==> src/hw/rtl/prvag_pkg.sv <==
// ----------------------------------------------------------------------------
// prvag_pkg
// Shared widths, constants, register indexes and types for the peak / RMS
// voice activity gate.
// ----------------------------------------------------------------------------
`default_nettype none

package prvag_pkg;

	localparam int DEF_MAX_CHANNELS = 8;
	localparam int DEF_MAX_FRAMES   = 8192;

	localparam int LEVEL_W    = 15;
	localparam int PCT_W      = 7;
	localparam int SUM_W      = 48;
	localparam int SQ_W       = 30;
	localparam int ROOT_W     = 24;
	localparam int SQRT_REM_W = 26;
	localparam int PCT_PROD_W = 22;
	localparam int CNT_W      = 6;
	localparam int MS_W       = 32;

	localparam int DIV_STEPS  = 48;
	localparam int SQRT_STEPS = 24;
	localparam int PCT_STEPS  = 7;

	localparam logic [LEVEL_W-1:0] FULL_SCALE = 15'h7ffe;
	localparam logic [LEVEL_W-1:0] LEVEL_MAX  = 15'h7fff;
	localparam int                 MS_PER_S   = 1000;

	localparam int THR_W     = 7;
	localparam int LAG_W     = 20;
	localparam int SPLIT_W   = 20;
	localparam int CHCNT_W   = 4;
	localparam int CFG_IDX_W = 3;
	localparam int CFG_DAT_W = 20;

	localparam logic [CFG_IDX_W-1:0] CFG_THRESHOLD    = 3'd0;
	localparam logic [CFG_IDX_W-1:0] CFG_FADEOUT_LAG  = 3'd1;
	localparam logic [CFG_IDX_W-1:0] CFG_SPLIT_ENABLE = 3'd2;
	localparam logic [CFG_IDX_W-1:0] CFG_SPLIT_SEC    = 3'd3;
	localparam logic [CFG_IDX_W-1:0] CFG_CHANNELS     = 3'd4;

	localparam logic [THR_W-1:0]   RST_THRESHOLD = 7'd2;
	localparam logic [LAG_W-1:0]   RST_LAG       = 20'd500;
	localparam logic [CHCNT_W-1:0] RST_CHANNELS  = 4'd1;

	typedef struct packed {
		logic               done;
		logic [LEVEL_W-1:0] peak;
		logic [LEVEL_W-1:0] rms;
		logic [PCT_W-1:0]   ppct;
		logic [PCT_W-1:0]   rpct;
	} level_res_t;

endpackage

`default_nettype wire

==> src/hw/rtl/peak_rms_voice_activity_gate.sv <==
// ----------------------------------------------------------------------------
// peak_rms_voice_activity_gate
// Per-block peak and RMS level detector with loudness gate, fadeout hangover
// and file open / split-close flags.
//
//   channel   handshake            payload
//   in        in_valid / in_stall  opcode, sample, last_of_block
//   out       out_valid/ out_stall peak_level .. close_file (one per block)
//   cfg       cfg_we               cfg_index, cfg_data
//
// A tick is taken in ST_IDLE; a sample is registered as abs and square,
// then added with saturation. A block-end sample runs the shared subtract
// unit: 48 division steps, 24 square-root steps, 2 x 7 percent steps, plus
// start and finish, and the finish waits for a free output register.
// Reset is asynchronous and needs no clearing pass. in_stall is high from
// the cycle after an accepted sample until its work is done.
// ----------------------------------------------------------------------------
`default_nettype none

module peak_rms_voice_activity_gate
	import prvag_pkg::*;
#(
	parameter int MAX_CHANNELS = DEF_MAX_CHANNELS,
	parameter int MAX_FRAMES   = DEF_MAX_FRAMES
) (
	input  wire logic                 clk,
	input  wire logic                 arst_n,
	input  wire logic                 in_valid,
	output logic                      in_stall,
	input  wire logic                 opcode,
	input  wire logic signed [15:0]   sample,
	input  wire logic                 last_of_block,
	output logic                      out_valid,
	input  wire logic                 out_stall,
	output logic [LEVEL_W-1:0]        peak_level,
	output logic [LEVEL_W-1:0]        rms_level,
	output logic [PCT_W-1:0]          peak_percent,
	output logic [PCT_W-1:0]          rms_percent,
	output logic                      loud,
	output logic                      record_block,
	output logic                      open_file,
	output logic                      close_file,
	input  wire logic                 cfg_we,
	input  wire logic [CFG_IDX_W-1:0] cfg_index,
	input  wire logic [CFG_DAT_W-1:0] cfg_data
);

	localparam int FR_W = $clog2(MAX_FRAMES + 1);
	localparam int CH_W = (MAX_CHANNELS > 1) ? $clog2(MAX_CHANNELS) : 1;
	localparam int CP_W = CH_W + 1;

	typedef enum logic [1:0] {
		ST_IDLE,
		ST_ACC,
		ST_START,
		ST_WAIT
	} gate_state_t;

	gate_state_t          state_q;
	logic [THR_W-1:0]     thr_q;
	logic [LAG_W-1:0]     lag_q;
	logic                 split_en_q;
	logic [SPLIT_W-1:0]   split_s_q;
	logic [CHCNT_W-1:0]   chcnt_q;
	logic [MS_W-1:0]      split_limit_q;

	logic [SUM_W-1:0]     sum_q;
	logic [LEVEL_W-1:0]   peak_q;
	logic [CH_W-1:0]      pos_q;
	logic [FR_W-1:0]      frame_q;
	logic [MS_W-1:0]      ms_q;
	logic                 file_q;
	logic [LEVEL_W-1:0]   mag_q;
	logic [SQ_W-1:0]      sq_q;
	logic                 last_q;

	logic                 out_valid_q;
	logic [LEVEL_W-1:0]   peak_level_q;
	logic [LEVEL_W-1:0]   rms_level_q;
	logic [PCT_W-1:0]     peak_pct_q;
	logic [PCT_W-1:0]     rms_pct_q;
	logic                 loud_q;
	logic                 rec_q;
	logic                 open_q;
	logic                 close_q;

	logic                 in_acc;
	logic [15:0]          neg;
	logic [LEVEL_W-1:0]   mag;
	logic [SUM_W:0]       sum_add;
	logic [4:0]           ch_used5;
	logic [CP_W-1:0]      pos_inc;
	logic [FR_W-1:0]      frames_eff;
	level_res_t           res;
	logic                 finish;
	logic                 is_loud;
	logic [MS_W-1:0]      ms_nx;
	logic                 rec;

	assign in_stall = (state_q != ST_IDLE);
	assign in_acc   = in_valid && !in_stall;

	assign neg = 16'(~sample + 16'sd1);
	assign mag = sample[15] ? (neg[15] ? LEVEL_MAX : neg[LEVEL_W-1:0])
	                        : sample[LEVEL_W-1:0];

	assign sum_add = {1'b0, sum_q} + (SUM_W+1)'(sq_q);

	always_comb begin
		if (chcnt_q == '0) begin
			ch_used5 = 5'd1;
		end else if ({1'b0, chcnt_q} > 5'(MAX_CHANNELS)) begin
			ch_used5 = 5'(MAX_CHANNELS);
		end else begin
			ch_used5 = {1'b0, chcnt_q};
		end
	end

	assign pos_inc    = {1'b0, pos_q} + CP_W'(1);
	assign frames_eff = (frame_q == '0) ? FR_W'(1) : frame_q;

	prvag_level_calc #(
		.MAX_FRAMES(MAX_FRAMES)
	) u_calc (
		.clk    (clk),
		.arst_n (arst_n),
		.start  (state_q == ST_START),
		.sum    (sum_q),
		.frames (frames_eff),
		.peak   (peak_q),
		.res    (res)
	);

	assign finish  = (state_q == ST_WAIT) && res.done && (!out_valid_q || !out_stall);
	assign is_loud = res.ppct > thr_q;
	assign ms_nx   = is_loud ? '0 : ms_q;
	assign rec     = ms_nx < MS_W'(lag_q);

	always_ff @(posedge clk or negedge arst_n) begin
		if (!arst_n) begin
			state_q       <= ST_IDLE;
			thr_q         <= RST_THRESHOLD;
			lag_q         <= RST_LAG;
			split_en_q    <= 1'b0;
			split_s_q     <= '0;
			chcnt_q       <= RST_CHANNELS;
			split_limit_q <= MS_W'(MS_PER_S);
			sum_q         <= '0;
			peak_q        <= '0;
			pos_q         <= '0;
			frame_q       <= '0;
			ms_q          <= '1;
			file_q        <= 1'b0;
			out_valid_q   <= 1'b0;
		end else begin
			split_limit_q <= MS_W'((MS_W'(split_s_q) + MS_W'(1)) * MS_W'(MS_PER_S));

			if (cfg_we) begin
				case (cfg_index)
					CFG_THRESHOLD:    thr_q      <= cfg_data[THR_W-1:0];
					CFG_FADEOUT_LAG:  lag_q      <= cfg_data[LAG_W-1:0];
					CFG_SPLIT_ENABLE: split_en_q <= cfg_data[0];
					CFG_SPLIT_SEC:    split_s_q  <= cfg_data[SPLIT_W-1:0];
					CFG_CHANNELS:     chcnt_q    <= cfg_data[CHCNT_W-1:0];
					default: ;
				endcase
			end

			if (out_valid_q && !out_stall) begin
				out_valid_q <= 1'b0;
			end

			case (state_q)
				ST_IDLE: begin
					if (in_acc) begin
						if (opcode) begin
							if (ms_q != '1) begin
								ms_q <= ms_q + MS_W'(1);
							end
						end else begin
							mag_q   <= mag;
							sq_q    <= SQ_W'(mag) * SQ_W'(mag);
							last_q  <= last_of_block;
							state_q <= ST_ACC;
						end
					end
				end
				ST_ACC: begin
					if (mag_q > peak_q) begin
						peak_q <= mag_q;
					end
					sum_q <= sum_add[SUM_W] ? '1 : sum_add[SUM_W-1:0];
					if (pos_q == '0 && frame_q < FR_W'(MAX_FRAMES)) begin
						frame_q <= frame_q + FR_W'(1);
					end
					pos_q   <= (pos_inc >= ch_used5[CH_W:0]) ? '0 : pos_inc[CH_W-1:0];
					state_q <= last_q ? ST_START : ST_IDLE;
				end
				ST_START: begin
					sum_q   <= '0;
					peak_q  <= '0;
					pos_q   <= '0;
					frame_q <= '0;
					state_q <= ST_WAIT;
				end
				ST_WAIT: begin
					if (finish) begin
						ms_q         <= ms_nx;
						out_valid_q  <= 1'b1;
						peak_level_q <= res.peak;
						rms_level_q  <= res.rms;
						peak_pct_q   <= res.ppct;
						rms_pct_q    <= res.rpct;
						loud_q       <= is_loud;
						rec_q        <= rec;
						open_q       <= rec && !file_q;
						close_q      <= 1'b0;
						if (rec) begin
							file_q <= 1'b1;
						end else if (file_q && split_en_q && ms_nx >= split_limit_q) begin
							close_q <= 1'b1;
							file_q  <= 1'b0;
						end
						state_q <= ST_IDLE;
					end
				end
				default: state_q <= ST_IDLE;
			endcase
		end
	end

	assign out_valid    = out_valid_q;
	assign peak_level   = peak_level_q;
	assign rms_level    = rms_level_q;
	assign peak_percent = peak_pct_q;
	assign rms_percent  = rms_pct_q;
	assign loud         = loud_q;
	assign record_block = rec_q;
	assign open_file    = open_q;
	assign close_file   = close_q;

endmodule

`default_nettype wire

==> src/hw/rtl/prvag_level_calc.sv <==
// ----------------------------------------------------------------------------
// prvag_level_calc
// Block-end level math on one shared compare/subtract unit: mean of squares
// by restoring division, floor square root, then peak and RMS percent.
// ----------------------------------------------------------------------------
`default_nettype none

module prvag_level_calc
	import prvag_pkg::*;
#(
	parameter int MAX_FRAMES = DEF_MAX_FRAMES
) (
	input  wire logic                                clk,
	input  wire logic                                arst_n,
	input  wire logic                                start,
	input  wire logic [SUM_W-1:0]                    sum,
	input  wire logic [$clog2(MAX_FRAMES+1)-1:0]     frames,
	input  wire logic [LEVEL_W-1:0]                  peak,
	output level_res_t                               res
);

	localparam int FR_W  = $clog2(MAX_FRAMES + 1);
	localparam int SUB_W = (FR_W + 1 > SQRT_REM_W) ? FR_W + 1 : SQRT_REM_W;

	typedef enum logic [2:0] {
		C_IDLE,
		C_DIV,
		C_SQRT,
		C_PPCT,
		C_RPCT,
		C_DONE
	} calc_state_t;

	calc_state_t          state_q;
	logic [FR_W-1:0]      divisor_q;
	logic [LEVEL_W-1:0]   peak_q;
	logic [SUM_W-1:0]     quot_q;
	logic [SUB_W-1:0]     rem_q;
	logic [ROOT_W-1:0]    root_q;
	logic [CNT_W-1:0]     cnt_q;
	logic [PCT_W-1:0]     pct_q;
	logic [LEVEL_W-1:0]   rms_q;
	logic [PCT_W-1:0]     ppct_q;
	logic [PCT_W-1:0]     rpct_q;

	logic [SUB_W-1:0]      sub_a;
	logic [SUB_W-1:0]      sub_b;
	logic [SUB_W:0]        diff;
	logic                  ge;
	logic [SUB_W-1:0]      rem_nx;
	logic [ROOT_W-1:0]     root_nx;
	logic [PCT_PROD_W-1:0] scale_sh;

	function automatic logic [PCT_PROD_W-1:0] times100(input logic [LEVEL_W-1:0] x);
		logic [PCT_PROD_W-1:0] xe;
		xe = PCT_PROD_W'(x);
		return (xe << 6) + (xe << 5) + (xe << 2);
	endfunction

	assign scale_sh = PCT_PROD_W'(FULL_SCALE) << cnt_q[2:0];
	assign root_nx  = {root_q[ROOT_W-2:0], ge};

	always_comb begin
		sub_a = rem_q;
		sub_b = '0;
		case (state_q)
			C_DIV: begin
				sub_a = SUB_W'({rem_q[SUB_W-2:0], quot_q[SUM_W-1]});
				sub_b = SUB_W'(divisor_q);
			end
			C_SQRT: begin
				sub_a = SUB_W'({rem_q[SUB_W-3:0], quot_q[SUM_W-1:SUM_W-2]});
				sub_b = SUB_W'({root_q, 2'b01});
			end
			C_PPCT, C_RPCT: begin
				sub_a = rem_q;
				sub_b = SUB_W'(scale_sh);
			end
			default: begin
				sub_a = rem_q;
				sub_b = '0;
			end
		endcase
	end

	assign diff   = {1'b0, sub_a} - {1'b0, sub_b};
	assign ge     = ~diff[SUB_W];
	assign rem_nx = ge ? diff[SUB_W-1:0] : sub_a;

	always_ff @(posedge clk or negedge arst_n) begin
		if (!arst_n) begin
			state_q <= C_IDLE;
		end else begin
			case (state_q)
				C_DIV: begin
					rem_q  <= rem_nx;
					quot_q <= {quot_q[SUM_W-2:0], ge};
					cnt_q  <= cnt_q - CNT_W'(1);
					if (cnt_q == '0) begin
						rem_q   <= '0;
						root_q  <= '0;
						cnt_q   <= CNT_W'(SQRT_STEPS - 1);
						state_q <= C_SQRT;
					end
				end
				C_SQRT: begin
					rem_q  <= rem_nx;
					quot_q <= quot_q << 2;
					root_q <= root_nx;
					cnt_q  <= cnt_q - CNT_W'(1);
					if (cnt_q == '0) begin
						rms_q   <= (root_nx > ROOT_W'(LEVEL_MAX)) ? LEVEL_MAX
						                                          : root_nx[LEVEL_W-1:0];
						rem_q   <= SUB_W'(times100(peak_q));
						cnt_q   <= CNT_W'(PCT_STEPS - 1);
						state_q <= C_PPCT;
					end
				end
				C_PPCT: begin
					rem_q <= rem_nx;
					pct_q <= {pct_q[PCT_W-2:0], ge};
					cnt_q <= cnt_q - CNT_W'(1);
					if (cnt_q == '0) begin
						ppct_q  <= {pct_q[PCT_W-2:0], ge};
						rem_q   <= SUB_W'(times100(rms_q));
						cnt_q   <= CNT_W'(PCT_STEPS - 1);
						state_q <= C_RPCT;
					end
				end
				C_RPCT: begin
					rem_q <= rem_nx;
					pct_q <= {pct_q[PCT_W-2:0], ge};
					cnt_q <= cnt_q - CNT_W'(1);
					if (cnt_q == '0) begin
						rpct_q  <= {pct_q[PCT_W-2:0], ge};
						state_q <= C_DONE;
					end
				end
				default: begin
					if (start) begin
						divisor_q <= frames;
						peak_q    <= peak;
						quot_q    <= sum;
						rem_q     <= '0;
						cnt_q     <= CNT_W'(DIV_STEPS - 1);
						state_q   <= C_DIV;
					end
				end
			endcase
		end
	end

	assign res.done = (state_q == C_DONE);
	assign res.peak = peak_q;
	assign res.rms  = rms_q;
	assign res.ppct = ppct_q;
	assign res.rpct = rpct_q;

endmodule

`default_nettype wire

==> config.mk <==
export PLATFORM = sky130hd
export DESIGN_NAME = peak_rms_voice_activity_gate
export DESIGN_NICKNAME = d
export VERILOG_FILES = /design/src/hw/rtl/prvag_pkg.sv /design/src/hw/rtl/peak_rms_voice_activity_gate.sv /design/src/hw/rtl/prvag_level_calc.sv
export SDC_FILE = /design/constraint.sdc
export NUM_CORES = 2
export LEC_CHECK = 0
export BUFFER_PORTS_ARGS = -buffer_cell sky130_fd_sc_hd__buf_2
export CAP_MARGIN = 15
export CORE_ASPECT_RATIO = 1.4
export CORE_MARGIN = 4
export CORE_UTILIZATION = 50
export DETAILED_ROUTE_END_ITERATION = 10
export PLACE_DENSITY = 0.66
export SLEW_MARGIN = 5
export SYNTH_ARGS = -nofsm -noshare
export SYNTH_HDL_FRONTEND = slang
export SYNTH_HIERARCHICAL = 1
export SYNTH_SLANG_ARGS = --single-unit
==> constraint.sdc <==
create_clock -name clk -period 14.3 [get_ports clk]
set_input_delay 2.86 -clock clk [delete_from_list [all_inputs] [get_ports clk]]
set_output_delay 2.86 -clock clk [all_outputs]
set_load 0.02 [all_outputs]
## Word-level counts from Yosys, hierarchy flattened

Cells that the tools add are included.

| word-level totals | value |
|---|---|
| bits in registers | 462 |
| output and inout bits | 50 |
| word-level logic and storage cells | 191 |

| operators by class | value |
|---|---|
| equal/unequal tests | 24 |
| add/subtract/negate cells | 12 |
| shifts and indexed selects | 1 |
| magnitude comparators | 8 |
| reduce and logical (&&, ||, !) cells | 52 |
| bitwise gates (word level) | 5 |
| multiplexer cells | 51 |
| multiply operators | 2 |

Operators by type and width:

| operator | number |
|---|---|
| two-way mux 32 bit | 5 |
| one-hot mux 48 bit (3 select lines) | 1 |
| two-way mux 26 bit | 5 |
| one-hot mux 26 bit (4 select lines) | 1 |
| two-way mux 48 bit | 2 |
| one-hot mux 48 bit (2 select lines) | 1 |
| one-hot mux 26 bit (3 select lines) | 1 |
| one-hot mux 32 bit (2 select lines) | 1 |
| one-hot mux 26 bit (2 select lines) | 1 |
| adder 48 x 30 -> 49 bit | 1 |
| one-hot mux 24 bit (2 select lines) | 1 |
| two-way mux 15 bit | 3 |
| adder 21 x 20 -> 22 bit | 2 |
| adder 22 x 17 -> 22 bit | 2 |
| adder 32 x 1 -> 32 bit (second input constant) | 1 |
| greater-or-equal comparator 32 bit | 1 |
| less-than comparator 32 x 20 -> 1 bit | 1 |
| inequality test 32 bit (second input constant) | 1 |
| multiplier 15 x 15 -> 30 bit | 1 |
| one-hot mux 15 bit (2 select lines) | 1 |
| multiplier 21 x 7 -> 28 bit (second input constant) | 1 |
| one-hot mux 14 bit (2 select lines) | 1 |
| AND reduction 3 bit | 9 |
| subtractor 26 x 26 -> 27 bit | 1 |
| other kinds (49) | 110 |

## Longest topological paths before layout

| depth | value |
|---|---|
| word-level depth | 7 |
| gate-level depth with buffers | 32 |

## By module

The synthesis kept the hierarchy.

Modules (own cells, without submodules):

| module | cells each | instances | area an instance (sq um) |
|---|---|---|---|
| peak_rms_voice_activity_gate | 2594 | 1 | 25205.4 |
| prvag_level_calc | 1104 | 1 | 11239.5 |

## Worst setup path after synthesis

No wires, ideal clock.

| timing path | value |
|---|---|
| kind | in2reg |
| start | in sample[6] |
| end | reg sq_q[28] (data pin) |
| setup time | 0.266 ns |
| data arrival time | 9.660 ns |
| stages on the path | 29 |
| path buffers | 1 |
| required time | 14.034 ns |
| slack | 4.374 ns |
| cell sequence | nor4_1 and3b_1 nand2_1 o21a_1 nor2_1 a31o_2 clkinv_1 nand2_1 inv_1 fa_1 inv_1 fa_1 inv_1 fa_1 fa_1 fa_1 inv_1 fa_1 inv_1 ha_1 clkbuf_1 and3_1 o21ai_0 o311a_1 a21o_1 a311oi_1 o21a_1 o21a_1 o211ai_1 |

| between the ends | value |
|---|---|
| cells in the longest elaborated chain, start to end | 5 |

Ends and longest elaborated chain:

| what | RTL line | RTL |
|---|---|---|
| start: declaration | peak_rms_voice_activity_gate.sv:31 | `input wire logic signed [15:0] sample,` |
| inverter 16 bit | peak_rms_voice_activity_gate.sv:103 | `assign neg = 16'(~sample + 16'sd1);` |
| adder 16 x 2 -> 16 bit | peak_rms_voice_activity_gate.sv:103 |  |
| two-way mux 15 bit | peak_rms_voice_activity_gate.sv:104 | `assign mag = sample[15] ? (neg[15] ? LEVEL_MAX : neg[LEVEL_W-1:0])` |
| two-way mux 15 bit * | peak_rms_voice_activity_gate.sv:104 |  |
| multiplier 15 x 15 -> 30 bit * | peak_rms_voice_activity_gate.sv:182 | `sq_q <= SQ_W'(mag) * SQ_W'(mag);` |
| end signal: assignment | peak_rms_voice_activity_gate.sv:182 |  |
| end: declaration | peak_rms_voice_activity_gate.sv:74 | `logic [SQ_W-1:0] sq_q;` |

Mark *: on every way between the ends. The rest lies on a longest branch, timed or not.
A chain may end at the register's enable or synchronous reset.

## Final worst setup path

| timing path | value |
|---|---|
| start | in sample[4] |
| end | reg sq_q[28] (data pin) |

| between the ends | value |
|---|---|
| cells in the longest elaborated chain, start to end | 5 |

Ends and longest elaborated chain:

| what | RTL line | RTL |
|---|---|---|
| inverter 16 bit | peak_rms_voice_activity_gate.sv:103 |  |
| adder 16 x 2 -> 16 bit | peak_rms_voice_activity_gate.sv:103 |  |
| two-way mux 15 bit (2 in series) | peak_rms_voice_activity_gate.sv:104 |  |
| via mag[11] | peak_rms_voice_activity_gate.sv:89 | `logic [LEVEL_W-1:0] mag;` |
| multiplier 15 x 15 -> 30 bit | peak_rms_voice_activity_gate.sv:182 |  |

The timed path passes the listed nets, and every way through them passes these cells.

==> reports/qor.yml <==
grt:
  grtUsageTotal_pct: 23.03
  grt_pass1_vias: 27546
  antenna_found_initial: 1
  grt_pass1_wl_um: 145200
  overflow: 0
  grt_max_degree: 138
layout:
  stdcell_area_um2: 39480
  antenna_cells: 0
  syn_to_final_growth_pct: 8.336
  utilization_pct: 54.96
  nets: 4355
  fill_cells: 6457
  drive_above_1_share_pct: 9.481
detailed_routing:
  routed_via_density: 5.737
  wl_um: 88390
  first_pass_iters: 8
  first_iter_violations: 1712
  route.met3.wl_um: 3314
  vias: 27079
  antenna_left: 0
  wl_met2_um: 45410
  wl_met1_um: 35870
  highest_layer: "met4"
  drc: 0
  avgRoutedWirePerCell_um: 18.73
floorplanning:
  design.core.area_um2: 71840
  ioPinCount: 96
  start_util_pct: 50.73
  rows: 116
  die_y_um: 327.4
  dieWidth_um: 236.2
  dieArea_um2: 77330
sta:
  max_clock_freq_mhz: 96.52
  rsz0062_at_grt: "no"
  worst_slew_pin_slew_ps: 1030
  finalHoldViolCount: 0
  finalSetupViolCount: 0
  fin_ws_ps: 3939
  finalClockSkew_ps: 16.40
  slew_viol_final: 0
  finalCriticalPeriod_ps: 10360
  final.setup.tns_ps: 0
  slew_headroom_pct: 31.17
  fin_crit_sh_pct: 72.45
synth:
  synth.avg_cell_area_um2: 9.855
  synthCells: 3698
  yosysSeqAreaShare_pct: 35.24
  yosys.area.top_type_share_pct: 21.42
  synth_ff_type: "edfxtp_1"
  synth.area.top_cells: "edfxtp_1 (21%), fa_1 (13%), ha_1 (12%), dfrtp_1 (11%), inv_1 (4.7%)"
  async_flop_share_pct: 43.36
  ys_ff_latch: 459
  ys.warnings.count: 6
  synth_area_um2: 36440
  yosys.area.top_type: "edfxtp_1"
  syn_nets: 4315
  synth-edff-count: 260
  ys_types: 94
critical_path:
  cp_data_required_time_ps: 14640
  cp_slowest_stage_delay_ps: 670
  r2r_start: "u_calc/state_q[1]$_DFFE_PN0P_"
  reg2reg_depth: 17
  crit_fanout: 10
  critPathBufInv: 7
  worstPathArrival_ps: 10700
  start_kind: "primary input"
  cp-end-kind: "register"
  slowest_stage: "o21ai_1"
  reg2reg_to: "u_calc/rem_q[2]$_DFFE_PP_"
  crit_family: "adder cells"
  r2r_slack_ps: 7490
  critPathKind: "in -> reg"
min_path:
  worstHoldStart: "u_calc/rpct_q[2]$_DFFE_PP_"
  min_to: "rms_percent[2]$_DFFE_PP_"
  hp-class: "reg -> reg"
  holdPathStages: 0
clock_network:
  clk_pin_slew_ps: 60
  post-cts-setup-buffer-count: 0
  htree_levels: 2
  cts_buffer_depth: 3
  clock_sinks: 459
  root_buffer: "clkbuf_16"
  hold_buffers: 0
  cts_tree: "yes"
  cts-buffers-inserted: 46
  postCtsResizedCells: 0
  clk_latency_ps: 600
flow_run:
  cap_violations: 0
placement:
  port-buffer-count: 95
  place_ws_ps: 3363
  gp_congestion: 0.9560
  dp_hpwl_um: 67480
  placed_area_um2: 37860
run_status:
  status: "finished clean"
layout make-up:
| cell class | count | area, um^2 | share of cell area, % |
|---|---|---|---|
| multi-input cells | 2643 | 21370 | 54.11 |
| flip-flops and latches | 459 | 12840 | 32.53 |
| inverters | 460 | 1727 | 4.373 |
| clock buffers | 58 | 1321 | 3.346 |
| well taps | 944 | 1181 | 2.991 |
| repair buffers | 128 | 745.7 | 1.889 |
| clock inverters | 28 | 297.8 | 0.7542 |
stage by stage:
stage / std cells / hold slack (ps)
final: 4720 / 419.2
after global routing: 4720 / 426.3
after CTS: 4720 / 420.2
after detailed placement: 4634 / 405.2
after global placement: 4634 / 402.5
after floorplan: 3698 / 400.3
cells by family after synthesis:
kind of cell             Yosys count  share of synthesized area (%)
XOR/XNOR                         155                          3.725
buffers and inverters            596                          6.344
AO/OA/AOI/OAI                    814                          14.70
adder cells (fa/ha/maj)          571                          24.46
flip-flops                       459                          35.24
AND/OR/NAND/NOR                 1035                          13.51
multiplexers                      68                          2.015
worst max path at each step:
stage / start / end / slack, ps / cells after the start
after floorplan: sample[6] / sq_q[28]$_DFFE_PP_ / 4370 / 29
after global placement: sample[4] / sq_q[28]$_DFFE_PP_ / 3500 / 27
after detailed placement: sample[4] / sq_q[28]$_DFFE_PP_ / 3360 / 27
after CTS: sample[4] / sq_q[28]$_DFFE_PP_ / 4000 / 27
after global routing: sample[7] / sq_q[28]$_DFFE_PP_ / 3470 / 27
final: sample[4] / sq_q[28]$_DFFE_PP_ / 3940 / 27
worst register-to-register path: stages, from the launching register on:
cell and delay [ps]:
dfrtp_1 820, inv_1 340, nor3_4 450, buf_4 590
buf_4 640, nor2_4 190, buf_4 400, nand2_1 210
nand2_1 80, ha_1 400, and4_2 280, nand2_1 80
a211o_1 290, a21boi_2 220, a211o_2 410, buf_4 510
mux2i_1 510, o22ai_1 140
metal layers:
metal	vias to the layer above	track usage (%)
met5	-	0
met4	0	8.775
met3	171	2.459
met2	616	41.77
met1	13366	28.26
li1	12926	-
cell usage in the layout, fill, tap and decap left out, types with 49 or more instances in the layout:
cell       count
o21ai_0      159
edfxtp_1     260
nand3_1       75
a22oi_1       85
ha_1         335
and3_1        49
buf_2         94
clkbuf_16     50
xor2_1        57
fa_1         236
inv_1        455
a21o_1        86
a21oi_1      201
nor2_1       218
nand2_1      372
and2_1        76
xnor2_1       98
nor3_1        55
dfrtp_1      153
sequential cells by signal, indices dropped and copies added, names as in the netlist, 20 cells and up:
| register | flops |
|---|---|
| ms_q | 32 |
| sq_q | 28 |
| lag_q | 20 |
| sum_q | 48 |
| u_calc/quot_q | 48 |
| split_s_q | 20 |
| u_calc/root_q | 24 |
| split_limit_q | 28 |
| u_calc/rem_q | 26 |
synthesized netlist by cell type (all sizes together) (7+ instances only):
cell     count
a211oi      35
o21ai      164
nand2      372
o21a        34
clkbuf     102
nor2b       27
nor2       222
o2bb2ai     16
a2111oi      7
and2        77
nor3        61
a22oi       85
and3        49
ha         335
a21boi       9
buf         34
nand3       75
nand2b      25
o22ai       20
or3         17
fa         236
mux2        43
o31ai       20
dfrtp      153
xor2        57
xnor2       98
nand4       34
or2         24
nor4        18
inv        456
edfxtp     260
o21bai      12
dfstp       46
a211o        7
a21o        86
nor3b        8
a221oi       7
and4         9
a21oi      202
o211ai      19
a31oi       37
mux2i       25
Power is left out: the tool's default activity adds up to more than one toggle a clock period on the data nets, which glitch-free logic cannot reach.
